<file path="src/rtl/assert_macros.svh">
// Assertion macros shared by the histogram RTL
`ifndef ASSERT_MACROS_SVH
`define ASSERT_MACROS_SVH
// implication checked every clock, disabled in reset
`define CHK_IMPL(label, clk, rst_n, ante, cons) \
    label: assert property (@(posedge clk) disable iff (!rst_n) (ante) |-> (cons)) \
        else $error("check failed");
// next-cycle implication
`define CHK_NEXT(label, clk, rst_n, ante, cons) \
    label: assert property (@(posedge clk) disable iff (!rst_n) (ante) |=> (cons)) \
        else $error("check failed");
`endif

</file>
<file path="src/rtl/hms_divider.sv">
// Restoring divider, one quotient bit per cycle
module hms_divider #(
    parameter int NUM_W = 64,
    parameter int DEN_W = 32
) (
    input  logic             i_clk,
    input  logic             i_rst_n,
    input  logic             i_start,
    input  logic [NUM_W-1:0] i_num,
    input  logic [DEN_W-1:0] i_den,
    output logic             o_done,
    output logic [NUM_W-1:0] o_quot
);
    localparam int CW = $clog2(NUM_W + 1);

    logic [NUM_W-1:0] r_q;
    logic [DEN_W:0]   r_rem;
    logic [DEN_W-1:0] r_den;
    logic [CW-1:0]    r_cnt;
    logic             r_busy;
    logic             r_done;
    logic [DEN_W:0]   n_rem;
    logic [DEN_W:0]   n_sub;

    always_comb begin
        n_rem = {r_rem[DEN_W-1:0], r_q[NUM_W-1]};
        n_sub = n_rem - {1'b0, r_den};
    end

    always_ff @(posedge i_clk) begin
        if (!i_rst_n) begin
            r_busy <= 1'b0;
            r_done <= 1'b0;
            r_cnt  <= '0;
        end else begin
            r_done <= 1'b0;
            if (i_start) begin
                r_busy <= 1'b1;
                r_cnt  <= CW'(NUM_W);
                r_q    <= i_num;
                r_rem  <= '0;
                r_den  <= i_den;
            end else if (r_busy) begin
                // shift in next dividend bit, subtract when it fits
                if (!n_sub[DEN_W]) begin
                    r_rem <= n_sub;
                    r_q   <= {r_q[NUM_W-2:0], 1'b1};
                end else begin
                    r_rem <= n_rem;
                    r_q   <= {r_q[NUM_W-2:0], 1'b0};
                end
                r_cnt <= r_cnt - 1'b1;
                if (r_cnt == CW'(1)) begin
                    r_busy <= 1'b0;
                    r_done <= 1'b1;
                end
            end
        end
    end

    assign o_done = r_done;
    assign o_quot = r_q;
endmodule

</file>
<file path="config.mk">
export PLATFORM = sky130hd
export DESIGN_NAME = hms_divider
export DESIGN_NICKNAME = d
export VERILOG_FILES = /design/src/rtl/assert_macros.svh /design/src/rtl/hms_divider.sv
export SDC_FILE = /design/constraint.sdc
export NUM_CORES = 1
export LEC_CHECK = 0
export BUFFER_PORTS_ARGS = -buffer_cell sky130_fd_sc_hd__buf_2
export CAP_MARGIN = 20
export CELL_PAD_IN_SITES_DETAIL_PLACEMENT = 1
export CELL_PAD_IN_SITES_GLOBAL_PLACEMENT = 1
export CORE_ASPECT_RATIO = 0.9
export CORE_UTILIZATION = 47
export DETAILED_ROUTE_END_ITERATION = 6
export PLACE_DENSITY = 0.9
export SYNTH_ARGS = -nofsm -noshare
export SYNTH_HDL_FRONTEND = slang
export SYNTH_SLANG_ARGS = --single-unit
</file>
<file path="constraint.sdc">
create_clock -name i_clk -period 7.1 [get_ports i_clk]
set_input_delay 0 -clock i_clk [delete_from_list [all_inputs] [get_ports i_clk]]
set_output_delay 0 -clock i_clk [all_outputs]
set_load 0.02 [all_outputs]
</file>
After elaboration in Yosys (flattened, before gate mapping) --
Index checks and enable logic that the tools add are counted. W data, S select, Z words.
Word-level totals: register bits after elaboration 137, word-level logic and storage cells 28
Operators by class: $add $sub $neg 2, eq/ne operators 1, multiplexer cells 11, bitwise gates (word level) 2, reductions and logical operators 5
Operator list (count):
- $mux W64 | 2
- $mux W32 | 2
- $sub A33 B32 Y33 | 1
- $mux W7 | 2
- $eq A7 B1 Y1 const B | 1
- $sub A7 B1 Y7 const B | 1
- $mux W1 | 5
- $reduce_and A2 Y1 | 2
- $reduce_or A3 Y1 | 1
- $not A1 Y1 | 2
- $reduce_bool A2 Y1 | 1
- $reduce_or A2 Y1 | 1

Longest topological paths before layout --
Gate-level depths: netlist of run 1.
word-level depth 4, depth in mapped cells 13, gate-level depth less buffers 11

Worst setup path after synthesis of run 1 --
Ideal clock, no wire load.
path kind register to register, start point register r_busy, end point register r_busy, arrival time 3028 ps, required time 7032 ps, setup slack 4004 ps, stages on the path, launching flop included 3, period minus slack after synthesis 3096 ps, path through dfxtp_1 o21a_1 o41a_1
On the way: cells in the longest elaborated chain, start to end 2
Ends and longest elaborated chain:
- start, declared | RTL line hms_divider.sv:20 | logic r_busy;
- start signal, assigned | RTL line hms_divider.sv:32 | r_busy <= 1'b0;
- start signal, assigned | RTL line hms_divider.sv:38 | r_busy <= 1'b1;
- start signal, assigned | RTL line hms_divider.sv:54 | r_busy <= 1'b0;
- $mux W1 | RTL line hms_divider.sv:43 | end else if (r_busy) begin
- $mux W1 | RTL line hms_divider.sv:37 | if (i_start) begin
No other way between the ends. A chain may end at the register's enable or synchronous reset.

Worst setup path after layout of run 1 --
start point register r_q[63], in the netlist o_quot[63], end point register r_rem[14], data pin
On the way: cells in the longest elaborated chain, start to end 3
Ends and longest elaborated chain:
- start, declared | RTL line hms_divider.sv:16 | logic [NUM_W-1:0] r_q;
- start signal, assigned | RTL line hms_divider.sv:40 | r_q <= i_num;
- start signal, assigned | RTL line hms_divider.sv:47 | r_q <= {r_q[NUM_W-2:0], 1'b1};
- start signal, assigned | RTL line hms_divider.sv:50 | r_q <= {r_q[NUM_W-2:0], 1'b0};
- $sub A33 B32 Y33 | RTL line hms_divider.sv:27 | n_sub = n_rem - {1'b0, r_den};
- $mux W32 | RTL line hms_divider.sv:45 | if (!n_sub[DEN_W]) begin
- $mux W32 | RTL line hms_divider.sv:43
- end signal, assigned | RTL line hms_divider.sv:46 | r_rem <= n_sub;
- end signal, assigned | RTL line hms_divider.sv:49 | r_rem <= n_rem;
- end, declared | RTL line hms_divider.sv:17 | logic [DEN_W:0] r_rem;
No other way between the ends. The select of a mux whose other input is x is not followed.

==> results.toml, run 1 <==
[pwr]
power_frac_comb_pct = 25.8
p_switching_mw = 0.900
intPower_mw = 1.73
leakage_nw = 4.11
seq_power_share_pct = 38.7
p_per_area_nw_per_um2 = 259
ir_drop_mv = 0.182
netSwitchingFraction_pct = 34.3
totalPowerFinal_mw = 2.63
p_clk_share_pct = 35.5

[route]
post_drt_via_cell_ratio = 6.36
postRouteAntennaNets = 0
drt_wl_total_mm = 30.5
drtIter0Drc = 722
drc_errors = 0
vias = 7159
wire_per_inst_um = 27.1
drt-pass1-iter-count = 5

[clock_network]
cts_setup_buffers = 0
numCtsBuffers = 17
cts_buffer_depth = 2
cts_tree = "built"
clk_pin_slew_worst_paths_ns = 0.08
htree_levels = 4
clockRootBuffer = "clkbuf_16"
cts_sinks = 137
clk_latency_ns = 0.45

[setup_path]
crit_type = "register to register"
cp_top_family = "compound AO/OA/AOI/OAI gates"
critical_path.cell_chain = "inv_1, ha_1, fa_1, nand2b_1, a21o_1, a21oi_1, a211oi_4, o21ai_1, a21o_1, nor2_2, a211oi_1"
cp_slowest_stage_delay_ns = 0.88
crit_required_ns = 7.31
worstSetupStartpointType = "register"
arrival_ns = 4.26
worst_setup_path_end_kind = "register"
cp_max_fo = 30
cpMostUsedCell = "a21o_1"
crit_slowest_cell = "a21o_1"
critical_path_buf_inv_count = 1

[hold_path]
min_path_type = "input pin to register"

[synthesis]
yosys_most_used_dff = "edfxtp_1"
postSynth.asyncResetShare_pct = 0
synth_edf_count = 128
synth_cell_types = 62
yosys_warnings = 0
avgSynthCellArea_um2 = 11.6
ys_seq_area_share_pct = 53.1
synth_nets = 789
netlist_area_um2 = 7580
synth_seq_cells = 137
synthCells = 655

[grt]
grt_pass1_vias = 7663
grt_usage_pct = 37.7
grt_pass1_wl_mm = 46.0
grt_antenna_before_repair = 0
overflow = 0
grt_max_degree = 58

[final_layout]
final_nets = 1044
final_util_pct = 64.9
stdcell_count = 1125
n_fill_cell = 1602
area_growth_pct = 33.7
final_common_cell = "buf_2"
mostFrequentLayoutCells = "buf_2 (162), edfxtp_1 (128), dlygate4sd3_1 (97)"
drive_gt1_share_pct = 30.3
antennaDiodeCount = 0

[sta]
grt_setup_unrepaired = "false"
finClkSkew_ns = 0.0185
tns_ns = 0
worst_pin_slew_ns = 1.08
finalCriticalPeriod_ns = 4.04
final.period_utilization_pct = 57.0
drv_slew = 0
hold_viol_final = 0
setup_viol = 0
relSlewSlack_pct = 27.9
fmax_mhz = 247

[floorplan]
start_util_pct = 48.6
fp.dieArea_um2 = 16600
core_um2 = 15600
die_height_um = 122
chipWidth_um = 136
core.rowCount = 43
num_io_pins = 164

[placed_design]
buffer_ports.inserted = 163
dp_hpwl_mm = 15.6
routabilityCongestion = 0.893
dp_cells = 995

[status]
status = "finished, final reports clean"

[flow_run]
drv_cap = 0
power groups by stage:
stage | sequential, mW | clock (mW) | combinational, mW
floorplan | 1.04 | 0 | 0.372
global placement | 1.01 | 0 | 0.532
detailed placement | 1.02 | 0 | 0.562
CTS | 1.00 | 0.913 | 0.615
global route | 1.02 | 0.952 | 0.712
finish | 1.02 | 0.933 | 0.677
cells in the mapped netlist (all sizes together), types with 7 or more instances:
cell	number	area, um^2
a211oi	11	100
a21o	12	90.1
a21oi	58	305
buf	7	53.8
clkbuf	23	87.6
dfxtp	9	180
edfxtp	128	3840
ha	34	425
inv	41	154
mux2	64	721
nand2	36	135
nand2b	8	52.6
nand3	19	100
nand4	8	50.1
nor2	29	111
nor3	12	60.1
o211ai	7	52.6
o21a	9	67.6
o21ai	48	240
xnor2	13	114
xor2	8	70.1
sequential cells by signal, indices dropped and copies added, names as in the netlist:
signal  flops
o_quot     64
r_den      32
r_rem      32
r_cnt       7
o_done      1
r_busy      1
stage by stage:
step	setup WS [ns]	hold slack (ns)	area (um^2)
final	3.06	0.189	10100
after detailed placement	3.43	0.178	8570
after global placement	3.54	0.176	8570
after floorplan	4.00	0.0989	7580
after global routing	2.97	0.200	10100
after CTS	3.40	0.157	10100
cell type report:
class	count	area (um^2)	area share (%)
clock inverters	15	154	1.52
inverters	41	154	1.52
repair buffers	266	1840	18.2
clock buffers	17	425	4.20
flip-flops and latches	137	4020	39.7
well taps	202	253	2.49
multi-input cells	447	3280	32.4
per-layer routing:
metal | wire, um | up-vias | track usage (%)
met5 | 0 | - | 0
met2 | 14500 | 541 | 61.5
met1 | 11500 | 3509 | 46.2
li1 | - | 2981 | -
met4 | 1360 | 0 | 18.3
met3 | 3060 | 128 | 10.5
final timing paths:
check,start,end,slack [ns],cells past startpoint
hold reg to reg,r_cnt[1],r_cnt[1],0.58,2
setup reg to reg,o_quot[63],r_rem[14],3.06,11
setup / recovery,o_quot[63],r_rem[14],3.06,11
hold / removal,i_start,r_rem[16],0.19,2
cells by family (layout without fill, tap and decap cells):
logic type      count (synthesis)  count (layout)  share of synthesized area, %
compound gates                178             178                          15.0
simple gates                  148             148                          10.1
flops                         137             137                          53.1
buf+inv                        71             339                          3.89
mux                            65              65                          9.64
fa+ha+maj                      35              35                          5.88
xor+xnor                       21              21                          2.43
timing repair:
item | 4_1_cts | 5_1_grt
hold buffers | 97 | 0
hold endpoints to repair | 98 | 0
gates resized for setup | 0 | 0
Note: power is estimated with default switching activity, not from simulation.
==> run 2: changes to the inputs <==
ABC_AREA = 1   (was not set)
CORE_UTILIZATION = 41   (was 47)
PLACE_DENSITY = 0.85   (was 0.9)
clock period = 4.15 ns   (was 7.1 ns; I/O delays follow)
==> run 2 against run 1 <==
Effect of this change:
- hold slack better by 0.075 ns
- worst setup slack worse by 1.8 ns
- die area is 28% higher
- routed wire length up 0.50%
- clock skew is 0.0036 ns lower
- largest power group unchanged
==> results.toml, run 2 <==
[synthesis]
yosys_most_used_dff = "edfxtp_1"
synth_top_cell_area_share_pct = 45.2
synth_cell_types = 38
synthCells = 1108
yosys_warnings = 0
netlist_top_cells_area = "edfxtp_1 (45%), nand2_1 (21%), inv_1 (7.1%), ha_1 (5.0%), nor2_1 (4.6%)"
synth_edf_count = 128
yosysTopAreaCell = "edfxtp_1"
synth_nets = 1242
ys_seq_area_share_pct = 47.3
ys_top_cells_by_count = "nand2_1 (485), inv_1 (162), edfxtp_1 (128)"
synth_seq_cells = 137
netlist_area_um2 = 8510
avgSynthCellArea_um2 = 7.68
yosysMostFrequentCell = "nand2_1"
postSynth.asyncResetShare_pct = 0

[sta]
grt_setup_unrepaired = "false"
setup_viol = 0
finClkSkew_ns = 0.0149
final.period_utilization_pct = 69.9
tns_ns = 0
relSlewSlack_pct = 41.1
finalCriticalPeriod_ns = 2.90
worst_slack_ns = 1.25
fmax_mhz = 345
worst_pin_slew_ns = 0.884
hold_viol_final = 0
drv_slew = 0

[floorplan]
num_io_pins = 164
core_um2 = 20200
die_height_um = 139
core.rowCount = 49
chipWidth_um = 154
fp.dieArea_um2 = 21300
start_util_pct = 42.2

[clock_network]
cts_buffer_depth = 2
clockRootBuffer = "clkbuf_16"
hold_buffers = 97
cts_tree = "built"
cts_resized = 0
cts_sinks = 137
clk_latency_ns = 0.45
clk_pin_slew_worst_paths_ns = 0.07
cts_setup_buffers = 0
numCtsBuffers = 17
htree_levels = 4

[route]
postRouteAntennaNets = 0
post_drt_via_cell_ratio = 5.15
drt_wl_total_mm = 30.6
drtIter0Drc = 457
drt-pass1-iter-count = 5
wire_per_inst_um = 18.7
drc_errors = 0
vias = 8438

[final_layout]
n_fill_cell = 2488
final_util_pct = 55.1
area_growth_pct = 30.7
largest_reg_flops = 64
antennaDiodeCount = 0
final_common_cell = "nand2_1"
final_nets = 1505
drive_gt1_share_pct = 19.0
mostFrequentLayoutCells = "nand2_1 (484), buf_2 (163), inv_1 (162)"
stdcell_count = 1639

[placed_design]
dp_hpwl_mm = 18.5
routabilityCongestion = 0.893
pre_cts_slack_ns = 1.33
dp_cells = 1510
buffer_ports.inserted = 163

[grt]
grt_antenna_before_repair = 0
grt_pass1_wl_mm = 48.7
grt_max_degree = 67
overflow = 0
grt_pass1_vias = 9231
grt_usage_pct = 29.7

[pwr]
intPower_mw = 3.11
power_frac_comb_pct = 32.8
netSwitchingFraction_pct = 38.0
p_clk_share_pct = 31.3
leakage_nw = 5.75
p_switching_mw = 1.90
seq_power_share_pct = 36.0
ir_drop_mv = 0.227
p_per_area_nw_per_um2 = 451

[hold_path]
min_path_type = "input pin to register"
holdCritStartpoint = "i_den[21]"

[setup_path]
worstSetupStartpointType = "register"
crit_type = "register to register"
worst_setup_path_end_kind = "register"
cp_max_fo = 33
crit_required_ns = 4.34
startpoint = "o_quot[63]"
arrival_ns = 3.09
regToRegStartpoint = "o_quot[63]"

[status]
status = "finished, final reports clean"

[flow_run]
drv_cap = 0
-- run 2: power groups by stage --
stage	Clock, mW	Sequential, mW	Combinational, mW
floorplan	0	1.87	1.07
global placement	0	1.81	1.45
detailed placement	0	1.81	1.51
CTS	1.58	1.79	1.60
global route	1.63	1.82	1.82
finish	1.57	1.80	1.64
-- run 2: kinds of logic (layout without fill, tap and decap cells) --
| kind of cell | after synthesis | in the layout | share of synthesized area [%] |
|---|---|---|---|
| and+or+nand+nor | 693 | 693 | 34.4 |
| buffers and inverters | 195 | 471 | 9.18 |
| xor gates and xnor gates | 15 | 15 | 1.54 |
| AOI/OAI and AO/OA | 33 | 33 | 2.31 |
| adders and majority gates | 35 | 35 | 5.24 |
| DFF | 137 | 137 | 47.3 |
-- run 2: per-layer routing --
layer,share of wire (%),track usage (%),up-vias,wire length [um]
met3,6.7,7.03,88,2060
met1,41,34.7,4054,12400
met2,49,51.2,357,14900
met5,0,0,-,0
li1,-,-,3939,-
met4,4.0,14.3,0,1230
-- run 2: final cells by class --
class	instances	area (um^2)	share of cell area (%)
Clock buffer	18	429	3.86
Clock inverter	14	156	1.41
Inverter	173	651	5.85
Multi-Input combinational cell	776	3710	33.4
Sequential cell	137	4020	36.2
Tap cell	255	319	2.87
Timing Repair Buffer	266	1830	16.5
-- run 2: critical path, stage by stage, from the launching register on --
cell and delay (ns):
edfxtp_1 0.37, inv_1 0.06, ha_1 0.23, fa_1 0.42, inv_1 0.13, nand2_1 0.06, nand2_1 0.11, nand3_2 0.08
nand2_2 0.11, nand2_2 0.07, nand2_4 0.07, nand2_4 0.06, nand2_4 0.08, nand2_2 0.06, nand2_4 0.41, nand2_1 0.14
nand2_1 0.11, inv_1 0.07
-- run 2: path summary, 6_finish.rpt --
kind,end,slack (ns),cells past startpoint
worst max-delay path,r_rem[29],1.25,17
worst min-delay path,r_den[21],0.26,2
worst max register to register,r_rem[29],1.25,17
worst min register to register,r_cnt[6],0.55,2
-- run 2: through the flow --
stage          hold WS [ns]  area [um^2]  total power, mW
2_1_floorplan        0.0989         8510             2.94
3_3_place_gp          0.178         9560             3.26
3_5_place_dp          0.178         9560             3.32
4_1_cts               0.255        11100             4.97
5_1_grt               0.277        11100             5.27
6_report              0.264        11100             5.01
